--- src/dral_pkg.sv ---
// ----------------------------------------------------------------------------
// dral_pkg
// Shared types and constants for the deduplicating ring-log allocator.
// ----------------------------------------------------------------------------
`default_nettype none

package dral_pkg;

  localparam int MAX_ENTRY_BYTES_DEF = 4096;
  localparam int HEADER_BYTES_DEF    = 48;
  localparam int SOURCE_SLOTS_DEF    = 32;

  localparam int DIG_W  = 64;
  localparam int TIME_W = 32;
  localparam int UID_W  = 32;
  localparam int SIZE_W = 16;
  localparam int OFF_W  = 24;
  localparam int RND_W  = SIZE_W + 1;

  localparam logic [31:0]    ROUND_MASK     = 32'hffff_fff8;
  localparam logic [OFF_W-1:0] RING_START   = OFF_W'(8);
  localparam logic [OFF_W-1:0] RING_SIZE_RST = OFF_W'(131072);

  typedef enum logic [1:0] {
    ST_STORED = 2'd0,
    ST_DUP    = 2'd1,
    ST_SIZE   = 2'd2,
    ST_FULL   = 2'd3
  } status_t;

  typedef struct packed {
    status_t          status;
    logic [OFF_W-1:0] write_offset;
    logic [OFF_W-1:0] prev_offset;
    logic [OFF_W-1:0] end_offset;
  } res_t;

endpackage

`default_nettype wire

--- src/dral_alloc.sv ---
// ----------------------------------------------------------------------------
// dral_alloc
// Ring cursor, size check and round-up, wrap decision and result build.
// ----------------------------------------------------------------------------
`default_nettype none

module dral_alloc #(
  parameter int MAX_ENTRY_BYTES = dral_pkg::MAX_ENTRY_BYTES_DEF,
  parameter int HEADER_BYTES    = dral_pkg::HEADER_BYTES_DEF
) (
  input  logic                          clk,
  input  logic                          rst_n,
  input  logic                          cfg_we,
  input  logic [dral_pkg::OFF_W-1:0]    cfg_ring_size,
  input  logic                          adv,
  input  dral_pkg::status_t             dd_status,
  input  logic [dral_pkg::SIZE_W-1:0]   entry_bytes,
  output dral_pkg::res_t                res
);
  import dral_pkg::*;

  localparam logic [SIZE_W-1:0] MaxBytes = SIZE_W'(MAX_ENTRY_BYTES);
  localparam logic [SIZE_W-1:0] HdrBytes = SIZE_W'(HEADER_BYTES);

  logic [OFF_W-1:0] ring_size_r;
  logic [OFF_W-1:0] cursor_offset_r;
  logic [OFF_W-1:0] cursor_end_r;

  logic             size_ok;
  logic             store;
  logic             wrap;
  logic [RND_W-1:0] rounded;
  logic [OFF_W:0]   cont_sum;
  logic [OFF_W:0]   end_sum;
  logic [OFF_W-1:0] pos;

  assign size_ok  = (entry_bytes > HdrBytes) && (entry_bytes <= MaxBytes);
  assign rounded  = ({1'b0, entry_bytes} + RND_W'(7)) & ROUND_MASK[RND_W-1:0];
  assign cont_sum = {1'b0, cursor_end_r} + (OFF_W+1)'(rounded);
  assign wrap     = cont_sum >= {1'b0, ring_size_r};
  // empty ring, or record would reach the end: restart past the base header
  assign pos      = ((cursor_offset_r == '0) || wrap) ? RING_START : cursor_end_r;
  assign end_sum  = {1'b0, pos} + (OFF_W+1)'(rounded);
  assign store    = (dd_status == ST_STORED) && size_ok;

  always_comb begin
    res = '0;
    if (dd_status != ST_STORED) begin
      res.status = dd_status;
    end else if (!size_ok) begin
      res.status = ST_SIZE;
    end else begin
      res.status       = ST_STORED;
      res.write_offset = pos;
      res.prev_offset  = cursor_offset_r;
      res.end_offset   = end_sum[OFF_W-1:0];
    end
  end

  always_ff @(posedge clk) begin
    if (!rst_n) begin
      ring_size_r     <= RING_SIZE_RST;
      cursor_offset_r <= '0;
      cursor_end_r    <= '0;
    end else begin
      if (cfg_we) begin
        ring_size_r <= cfg_ring_size;
      end
      if (adv && store) begin
        cursor_offset_r <= pos;
        cursor_end_r    <= end_sum[OFF_W-1:0];
      end
    end
  end

endmodule

`default_nettype wire

--- config.mk ---
export PLATFORM = sky130hd
export DESIGN_NAME = dral_alloc
export DESIGN_NICKNAME = d
export VERILOG_FILES = /design/src/dral_pkg.sv /design/src/dral_alloc.sv
export SDC_FILE = /design/constraint.sdc
export NUM_CORES = 1
export LEC_CHECK = 0
export BUFFER_PORTS_ARGS = -buffer_cell sky130_fd_sc_hd__buf_2
export CAP_MARGIN = 20
export CORE_MARGIN = 2
export CORE_UTILIZATION = 56
export DETAILED_ROUTE_END_ITERATION = 7
export GPL_TIMING_DRIVEN = 0
export PLACE_DENSITY = 0.92
export SETUP_SLACK_MARGIN = 0.1
export SLEW_MARGIN = 20
export SYNTH_ARGS = -nofsm -noshare
export SYNTH_HDL_FRONTEND = slang
export SYNTH_SLANG_ARGS = --single-unit
--- constraint.sdc ---
create_clock -name clk -period 20.2 [get_ports clk]
set_input_delay 6.06 -clock clk [delete_from_list [all_inputs] [get_ports clk]]
set_output_delay 6.06 -clock clk [all_outputs]
set_load 0.01 [all_outputs]
==> impl_metrics.json, run 1 <==
{
  "outcome": "finished clean",
  "portBuffers": 118,
  "clock.fmax_ghz": 0.0509,
  "maxSlewHeadroom_pct": 51.3,
  "drv_slew": 0,
  "die_area_sq_mm": 0.0112,
  "antenna_found_initial": 0,
  "clock-sinks": 69,
  "critical_path.startpoint": "entry_bytes[1]",
  "worstReg2RegStart": "cursor_end_r[3]",
  "synth_nets": 869,
  "max-vdd-ir-drop_uv": 41.4,
  "cp_common_cell": "nand3_1",
  "crit_buf_inv": 5,
  "postRouteAntennaNets": 0,
  "grt_pass1_vias": 5488,
  "hold_ws_ns": 0.472,
  "synthTopCellsByArea": "dfxtp_1, ha_1, nor2_1",
  "drive_above_1_share_pct": 19.7,
  "synth_area_sq_mm": 0.00579,
  "crit_family": "simple AND/OR/NAND/NOR gates",
  "cts_max_path_buffers": 2,
  "syn2layout_area_growth_pct": 18.2,
  "crit_path_end": "res[22]",
  "seqCellArea_sq_mm": 0.00138,
  "gp_congestion": 0.963,
  "crit_path_max_incr_delay_ns": 0.42,
  "period_share_pct": 97.2,
  "multiInputGateArea_sq_mm": 0.00409,
  "critPathKind": "input pin to primary output",
  "fillCellCount": 903,
  "cp.depth": 37,
  "vias": 6084,
  "clkTransAtPathRegs_ns": 0.08,
  "dieHeight_um": 106,
  "synthDistinctLibCells": 66,
  "initial_utilization_pct": 56.8,
  "final.min_clock_period_ns": 19.64,
  "hold_viol": 0,
  "critical_path_arrival_ns": 13.58,
  "seq_area_frac_synth_pct": 23.9,
  "synth_edf_count": 0,
  "cellLeakagePower_uw": 0.00327,
  "r2r-end": "cursor_end_r[18]",
  "fin_skew_ns": 0.0115,
  "synth_largest_area_cell": "dfxtp_1",
  "rsz0062_at_grt": "false",
  "drtIter0Drc": 410,
  "finalSetupViolCount": 0,
  "wl_um": 17700,
  "grt_usage_pct": 31.1,
  "synth_ff_type": "dfxtp_1",
  "syn_inst": 768,
  "nNetsFinal": 1000,
  "chipWidth_um": 106,
  "dpl.hpwl_um": 13600,
  "place_area_sq_mm": 0.00655,
  "async_reset_ff_share_pct": 0,
  "cp_slowest_cell": "or4_1",
  "min-delay-start": "cursor_offset_r[8]",
  "r2r_cells": 29,
  "cts_max_level": 3,
  "cp_max_fo": 10,
  "numCtsBuffers": 9,
  "rrSetupSlack_ns": 13.10,
  "worst_slew_pin_slew_ns": 0.731,
  "dr.pass1.iters": 5,
  "vias_per_cell": 5.85,
  "p_per_area_mw_per_mm2": 45.8,
  "cts_tree": "built",
  "routedWlPerCell_um": 17.0,
  "ys_seq_elements": 69,
  "drc": 0,
  "io_pins": 120,
  "crit_required_ns": 14.14,
  "cp-end-kind": "primary output",
  "max_cap_viol_count": 0,
  "synth_top_area_share_pct": 23.9,
  "coreArea_sq_mm": 0.0102,
  "std_cell_rows": 37,
  "ys_warn_count": 0,
  "stdcell_area_sq_mm": 0.00684,
  "grt_start_max_net_pins": 14,
  "insertion_delay_ns": 0.36,
  "cts_root_buf": "clkbuf_8",
  "overflow": 0,
  "cp-start-kind": "input pin",
  "grt_pass1_wl_um": 27300,
  "diodes": 0,
  "hold_path.class": "flip-flop to flip-flop",
  "synth.avg_cell_area_sq_um": 7.54
}
routing by layer:
layer	vias up	share of wire [%]	track usage, %
li1	2952	-	-
met1	2826	42	41.4
met2	272	46	50.7
met3	34	9.1	5.01
met4	0	2.6	11.5
met5	-	0	0
synthesized netlist by cell type, types with 3 or more instances:
library cell and number:
xor2_1 16, buf_6 4, and2_1 39, a211oi_1 6, nor3_1 4, nand2_1 84
nor2b_1 3, buf_4 5, ha_1 54, or3_1 8, o31ai_1 3, o211ai_1 8
nand4_1 10, nand2b_1 4, a31oi_1 8, clkbuf_1 33, xnor2_1 26, nor4_1 12
and4_1 3, nand3_1 25, buf_2 5, a21o_1 25, mux2i_1 24, dfxtp_1 69
a22oi_1 3, inv_1 35, nor2_1 85, or4_1 7, o21ai_0 26, and3_1 26
o21a_1 4, a21oi_1 62, a211o_1 3
repair_timing:
| item | CTS | global route |
|---|---|---|
| hold buffers | 0 | 0 |
| resized for setup | 4 | 17 |
| pin swaps | 1 | 1 |
| buffers inserted | 1 | 1 |
| endpoints found under the setup margin | 11 | 14 |
registers in the layout (all words and copies together), names as in the netlist:
| name | flops |
|---|---|
| cursor_end_r | 21 |
| cursor_offset_r | 24 |
| ring_size_r | 24 |
placed cells by master (no fill, tap or decap), drive strengths merged, types with 3 or more instances in the layout:
master,n
and3,27
mux2i,24
xor2,17
a21oi,63
nor3,4
inv,36
or3,9
a31oi,8
a21o,25
clkbuf,45
nand2,84
o31ai,3
and4,3
a211oi,6
buf,134
a211o,4
nand2b,4
dfxtp,69
or4,7
nand4,10
and2,39
ha,54
nor2b,3
a21boi,3
nor2,85
a22oi,3
o21a,4
nor4,12
clkinv,5
xnor2,26
o21ai,27
nand3,25
o211ai,8
power by group:
group	internal (uW)	leakage, uW	total, uW	switching [uW]
Sequential	139	0.000561	141	1.63
Clock	57.5	0.0000996	120	62.6
Combinational	21.2	0.00261	53.0	31.8
Total	218	0.00327	314	96.1
stage by stage:
stage	setup slack (ns)	power (uW)	util, %	TNS [ns]	cells
after global placement	-0.152	193	64.3	-0.621	1022
final	0.564	314	67.2	0	1040
after global routing	0.0300	324	67.2	0	1040
after detailed placement	-0.407	194	64.3	-2.29	1022
after floorplan	1.54	178	-	0	768
after CTS	0.122	309	66.4	0	1039
final cells by class:
class | instances | area share (%)
Clock inverter | 7 | 1.08
Buffer | 50 | 3.88
Multi-Input combinational cell | 613 | 59.7
Timing Repair Buffer | 120 | 8.85
Clock buffer | 9 | 1.81
Tap cell | 136 | 2.49
Inverter | 36 | 1.97
Sequential cell | 69 | 20.2
cell families after synthesis:
logic type / count (synthesis) / share of synthesized area (%)
flip-flops: 69 / 23.9
adder cells (fa/ha/maj): 56 / 12.2
AO/OA/AOI/OAI: 170 / 18.6
AND/OR/NAND/NOR: 319 / 27.4
buffers and inverters: 86 / 6.83
XOR/XNOR: 43 / 6.83
multiplexers: 25 / 4.34
worst min-delay path, cell delays in order (launching register included):
cell     delay (ns)
dfxtp_1        0.33
nand2_1        0.05
a21oi_1        0.05
how the worst min path moves through the flow:
stage	slack, ns	cells past startpoint	end
3_5_place_dp	0.46	2	cursor_offset_r[16]
2_1_floorplan	0.44	2	cursor_offset_r[22]
3_3_place_gp	0.46	2	cursor_offset_r[16]
4_1_cts	0.47	2	cursor_offset_r[16]
5_1_grt	0.49	2	cursor_offset_r[14]
6_report	0.47	2	cursor_offset_r[8]
Note: power is estimated with default switching activity, not from simulation.
==> inputs of run 2 (changes only) <==
--- a/config.mk
+++ b/config.mk
@@ -5,13 +5,14 @@
 export SDC_FILE = /design/constraint.sdc
 export NUM_CORES = 1
 export LEC_CHECK = 0
+export ABC_AREA = 1
 export BUFFER_PORTS_ARGS = -buffer_cell sky130_fd_sc_hd__buf_2
 export CAP_MARGIN = 20
 export CORE_MARGIN = 2
-export CORE_UTILIZATION = 56
+export CORE_UTILIZATION = 61
 export DETAILED_ROUTE_END_ITERATION = 7
 export GPL_TIMING_DRIVEN = 0
-export PLACE_DENSITY = 0.92
+export PLACE_DENSITY = 0.95
 export SETUP_SLACK_MARGIN = 0.1
 export SLEW_MARGIN = 20
 export SYNTH_ARGS = -nofsm -noshare
==> constraint.sdc (replaced) <==
create_clock -name clk -period 23.1 [get_ports clk]
set_input_delay 6.93 -clock clk [delete_from_list [all_inputs] [get_ports clk]]
set_output_delay 6.93 -clock clk [all_outputs]
set_load 0.01 [all_outputs]
==> run 2 against run 1 <==
  * Count of clock-buffer cells in the layout is 2 higher
  * Power is 11% lower
  * Combinational power is 2% higher
  * Wire length is 1.5% lower
  * Cell count is 14% higher
  * Utilization is 5.8 points higher
  * Non-clock buffer count is 18 lower
  * Global-route usage is 3.0 points higher
  * Worst hold slack better by 0.0026 ns
  * Critical path type unchanged
  * Largest cell class unchanged
  * Largest power group unchanged
  * Highest routed layer unchanged
==> impl_metrics.json, run 2 <==
{
  "top_usage_layer": "met2",
  "diodes": 0,
  "max_cap_viol_count": 0,
  "syn2layout_area_growth_pct": 16.5,
  "switching_share_pct": 30.8,
  "drtIter0Drc": 493,
  "std_cell_rows": 35,
  "intPower_uw": 194,
  "overflow": 0,
  "cp_slowest_cell": "clkbuf_1",
  "drive_above_1_share_pct": 16.9,
  "met3_usage_pct": 6.56,
  "crit_required_ns": 16.17,
  "ys_warn_count": 0,
  "critPathKind": "input pin to primary output",
  "vias": 6512,
  "yosysMostFrequentCell": "inv_1",
  "wl_um": 17500,
  "met1_usage_pct": 41.6,
  "cts_root_buf": "clkbuf_8",
  "finalSetupTns_ns": 0,
  "synth.avg_cell_area_sq_um": 6.31,
  "grt_pass1_vias": 5949,
  "worstReg2RegStart": "cursor_end_r[3]",
  "critical_path_arrival_ns": 14.21,
  "synth_edf_count": 0,
  "crit_path_end": "res[15]",
  "outcome": "finished clean",
  "seqCellArea_sq_mm": 0.00138,
  "drv_slew": 0,
  "final.min_clock_period_ns": 21.14,
  "postRouteAntennaNets": 0,
  "ctsResizeCount": 0,
  "rrSetupSlack_ns": 16.90,
  "dr.pass1.iters": 6,
  "gp_congestion": 1.04,
  "mostFrequentLayoutCells": "inv_1, nand2_1, buf_2",
  "period_share_pct": 91.5,
  "cp-start-kind": "input pin",
  "r2r_cells": 38,
  "io_pins": 120,
  "numCtsBuffers": 9,
  "seq_power_share_pct": 44.0,
  "synthTopCellsByArea": "dfxtp_1, ha_1, inv_1",
  "cp_max_fo": 10,
  "die_area_sq_mm": 0.0103,
  "grt_start_max_net_pins": 13,
  "max-vdd-ir-drop_uv": 28.0,
  "finalSetupViolCount": 0,
  "dpl.hpwl_um": 14200,
  "netlist_top_cells_count": "inv_1, nand2_1, nor2_1",
  "ys_seq_elements": 69,
  "fillCellCount": 778,
  "clkTransAtPathRegs_ns": 0.08,
  "grt_pass1_wl_um": 27400,
  "crit_path_max_incr_delay_ns": 0.42,
  "synthDistinctLibCells": 43,
  "synth_largest_area_cell": "dfxtp_1",
  "cts_max_level": 3,
  "switchingPower_uw": 86.3,
  "seq_area_frac_synth_pct": 23.9,
  "coreArea_sq_mm": 0.00924,
  "gr-usage-met2_pct": 57.1,
  "r2r-end": "cursor_end_r[15]",
  "synth_ff_type": "dfxtp_1",
  "syn_inst": 917,
  "hold_buffers": 0,
  "worst_slew_pin_slew_ns": 0.637,
  "fin_skew_ns": 0.00814,
  "portBuffers": 119,
  "dieHeight_um": 101,
  "nNetsFinal": 1148,
  "antenna_found_initial": 0,
  "cp-end-kind": "primary output",
  "cts_tree": "built",
  "initial_utilization_pct": 62.7,
  "largest_registers": "cursor_offset_r x24, ring_size_r x24, cursor_end_r x21",
  "synth_top_area_share_pct": 23.9,
  "grt_usage_pct": 34.1,
  "chipWidth_um": 101,
  "stdcell_area_sq_mm": 0.00675,
  "comb_power_share_pct": 19.3,
  "clkPwrFrac_pct": 36.7,
  "cellLeakagePower_uw": 0.00346,
  "clock-sinks": 69,
  "hold_path.class": "flip-flop to flip-flop",
  "maxSlewHeadroom_pct": 57.5,
  "cts_max_path_buffers": 2,
  "drc": 0,
  "postCtsSetupRepairBufs": 0,
  "mostFrequentLayoutCell": "inv_1",
  "synth_nets": 1018,
  "rsz0062_at_grt": "false",
  "multiInputGateArea_sq_mm": 0.00359,
  "hold-path-cell-count": 2,
  "clock.fmax_ghz": 0.0473,
  "insertion_delay_ns": 0.35,
  "routedWlPerCell_um": 14.8,
  "place_area_sq_mm": 0.00655,
  "vias_per_cell": 5.51,
  "hold_viol": 0,
  "critical_path.startpoint": "entry_bytes[3]",
  "p_per_area_mw_per_mm2": 41.6,
  "async_reset_ff_share_pct": 0,
  "synth_area_sq_mm": 0.00579,
  "cp_common_cell": "nor2_1"
}
[run 2: cell types whose count changed after synthesis, sizes merged, moves of 24 or more]
cell	change
mux2i	-24
and3	-26
inv	+145
nor2	+44
and2	-38
nand2	+56
a21oi	+47
o21ai	+42
[run 2: cell families (layout without fill, tap and decap cells)]
logic type / Yosys count / after routing / share of synthesized area (%)
xor+xnor: 29 / 29 / 4.39
buf+inv: 214 / 349 / 14.2
flops: 69 / 69 / 23.9
fa+ha+maj: 55 / 55 / 12.0
compound gates: 199 / 199 / 18.5
simple gates: 351 / 351 / 27.1
[run 2: area by class of cell]
| type | instances | area share [%] |
|---|---|---|
| buffer | 33 | 2.10 |
| clock buffer | 11 | 2.10 |
| clock inverter | 5 | 0.872 |
| inverter | 181 | 10.1 |
| multi-input combinational | 634 | 53.2 |
| sequential | 69 | 20.5 |
| tap | 129 | 2.39 |
| timing repair buffer | 119 | 8.83 |
[run 2: how the worst min path moves through the flow]
stage          slack [ns]       startpoint              end
2_1_floorplan        0.44  ring_size_r[23]  ring_size_r[23]
3_3_place_gp         0.45   ring_size_r[1]   ring_size_r[1]
3_5_place_dp         0.46   ring_size_r[5]   ring_size_r[5]
4_1_cts              0.47   ring_size_r[5]   ring_size_r[5]
5_1_grt              0.49   ring_size_r[9]   ring_size_r[9]
6_report             0.47   ring_size_r[3]   ring_size_r[3]
[run 2: power by group through the flow]
stage	combinational (uW)	sequential [uW]	clock [uW]
floorplan	36.1	126	0
global placement	50.9	126	0
detailed placement	52.5	126	0
CTS	53.1	123	102
global route	60.0	124	107
finish	54.0	123	103
[run 2: per-stage QoR]
stage | power [uW] | worst slack (ns) | hold WS [ns] | instances | utilization (%)
after floorplan | 162 | 3.81 | 0.435 | 917 | -
after global placement | 177 | 2.51 | 0.453 | 1165 | 70.8
after detailed placement | 179 | 2.28 | 0.462 | 1165 | 70.8
after CTS | 279 | 2.22 | 0.474 | 1181 | 73.0
after global routing | 291 | 1.32 | 0.489 | 1181 | 73.0
final | 280 | 1.96 | 0.475 | 1181 | 73.0
[run 2: worst max-delay path: cells and delay by family]
| kind | cells | cell delay, ns |
|---|---|---|
| compound gates | 4 | 0.65 |
| xor+xnor | 1 | 0.08 |
| fa+ha+maj | 3 | 1.05 |
| buf+inv | 9 | 1.09 |
| simple gates | 28 | 4.40 |
[run 2: metal layers]
| layer | vias up | share of wire [%] |
|---|---|---|
| met5 | - | 0 |
| met4 | 0 | 5.5 |
| met3 | 70 | 10 |
| met2 | 364 | 45 |
| met1 | 2878 | 40 |
| li1 | 3200 | - |
==> inputs of run 3 (changes only) <==
--- a/config.mk
+++ b/config.mk
@@ -5,11 +5,11 @@
 export SDC_FILE = /design/constraint.sdc
 export NUM_CORES = 1
 export LEC_CHECK = 0
-export ABC_AREA = 1
 export BUFFER_PORTS_ARGS = -buffer_cell sky130_fd_sc_hd__buf_2
 export CAP_MARGIN = 20
 export CORE_MARGIN = 2
 export CORE_UTILIZATION = 61
+export CTS_CLUSTER_SIZE = 8
 export DETAILED_ROUTE_END_ITERATION = 7
 export GPL_TIMING_DRIVEN = 0
 export PLACE_DENSITY = 0.95
==> run 3 against run 2 <==
  * Clock power up 12%
  * Design area up 0.32%
  * Utilization up 0.23 points
  * Non-clock buffer count up 16
  * Fmax down 5.4%
  * Sequential share of layout area down 0.064 points
  * Register-to-register slack worse by 1.3 ns
  * Critical path depth down 9
==> impl_metrics.json, run 3 (same netlist as run 1, synthesis figures left out) <==
{
  "finalSetupTns_ns": 0,
  "final.min_clock_period_ns": 22.34,
  "overflow": 0,
  "mostFrequentLayoutCell": "buf_2",
  "power_uw": 284,
  "ctsResizeCount": 0,
  "vias": 6222,
  "crit_family": "compound AO/OA/AOI/OAI gates",
  "die_area_sq_mm": 0.0103,
  "std_cell_rows": 35,
  "cp-end-kind": "primary output",
  "period_share_pct": 96.7,
  "stdcell_area_sq_mm": 0.00677,
  "crit_path_max_incr_delay_ns": 0.63,
  "wl_um": 17800,
  "grt_start_max_net_pins": 14,
  "postCtsSetupRepairBufs": 0,
  "critPathKind": "input pin to primary output",
  "syn2layout_area_growth_pct": 16.9,
  "fin_skew_ns": 0.0172,
  "postRouteAntennaNets": 0,
  "diodes": 0,
  "fin_util_pct": 73.2,
  "cts_max_level": 3,
  "place_area_sq_mm": 0.00654,
  "largest_registers": "cursor_offset_r x24, ring_size_r x24, cursor_end_r x21",
  "grt_usage_pct": 35.4,
  "cp_common_cell": "nor2_1",
  "drv_slew": 0,
  "hold_buffers": 0,
  "drc": 0,
  "maxSlewHeadroom_pct": 48.7,
  "routedWlPerCell_um": 17.3,
  "mostFrequentLayoutCells": "buf_2, nor2_1, nand2_1",
  "portBuffers": 118,
  "rsz0062_at_grt": "false",
  "dp.cells": 1015,
  "drtIter0Drc": 486,
  "dieHeight_um": 101,
  "grt_pass1_vias": 5784,
  "grt_pass1_wl_um": 28200,
  "clock-sinks": 69,
  "crit_buf_inv": 4,
  "cellLeakagePower_uw": 0.00325,
  "clkTransAtPathRegs_ns": 0.08,
  "outcome": "finished clean",
  "chipWidth_um": 101,
  "fillCellCount": 761,
  "insertion_delay_ns": 0.37,
  "io_pins": 120,
  "gp_congestion": 1.02,
  "antenna_found_initial": 0,
  "nNetsFinal": 998,
  "crit_required_ns": 16.17,
  "cp_slowest_cell": "a2111oi_0",
  "initial_utilization_pct": 62.7,
  "finalNonFillerCells": 1031,
  "p_per_area_mw_per_mm2": 41.9,
  "vias_per_cell": 6.03,
  "cp_max_fo": 10,
  "hold_viol": 0,
  "worst_slew_pin_slew_ns": 0.770,
  "cts_root_buf": "clkbuf_8",
  "hold_path.class": "flip-flop to flip-flop",
  "max_cap_viol_count": 0,
  "max-vdd-ir-drop_uv": 24.8,
  "dpl.hpwl_um": 13700,
  "cp-start-kind": "input pin",
  "critical_path_arrival_ns": 15.41,
  "finalSetupViolCount": 0,
  "coreArea_sq_mm": 0.00924,
  "clock.fmax_ghz": 0.0448,
  "dr.pass1.iters": 8,
  "drive_above_1_share_pct": 18.0,
  "numCtsBuffers": 9,
  "cts_max_path_buffers": 2,
  "cts_tree": "built"
}
[run 3: power breakdown]
group	total (uW)	leakage (uW)	internal [uW]	switching, uW
combinational	45.9	0.00259	18.3	27.6
sequential	123	0.000561	121	1.45
clock	115	0.000107	61.8	52.9
[run 3: tightest hold or removal path, delay by kind of cell (launching register included)]
family / cells / cell delay [ns]
AO/OA/AOI/OAI: 1 / 0.05
flip-flops: 1 / 0.32
AND/OR/NAND/NOR: 1 / 0.06
[run 3: layout make-up]
| cell class | instances | area [sq um] | share of cell area [%] |
|---|---|---|---|
| multi-input cells | 613 | 4020 | 59.4 |
| clock inverters | 6 | 93.8 | 1.39 |
| inverters | 36 | 135 | 2.00 |
| clock buffers | 10 | 128 | 1.89 |
| repair buffers | 118 | 591 | 8.73 |
| flip-flops and latches | 69 | 1380 | 20.4 |
| well taps | 129 | 161 | 2.38 |
| plain buffers | 50 | 260 | 3.85 |
[run 3: per-layer routing]
metal / wire length (um) / track usage, % / vias to the layer above
li1: - / - / 2950
met1: 7290 / 45.3 / 2814
met2: 7890 / 58.1 / 371
met3: 1700 / 4.90 / 87
met4: 950 / 18.2 / 0
met5: 0 / 0 / -
[run 3: path summary, 6_finish.rpt]
path                       start                  end  slack (ns)  depth (start not counted)
min          cursor_offset_r[22]  cursor_offset_r[22]        0.47                          2
max reg2reg      cursor_end_r[3]     cursor_end_r[20]       15.60                         29
max               entry_bytes[1]              res[16]        0.76                         36
min reg2reg  cursor_offset_r[22]  cursor_offset_r[22]        0.47                          2
[run 3: metrics by stage]
stage	setup slack (ns)	hold slack, ns
floorplan	2.70	0.440
CTS	0.928	0.469
global route	0.177	0.499
global placement	1.19	0.458
detailed placement	0.982	0.457
finish	0.764	0.469
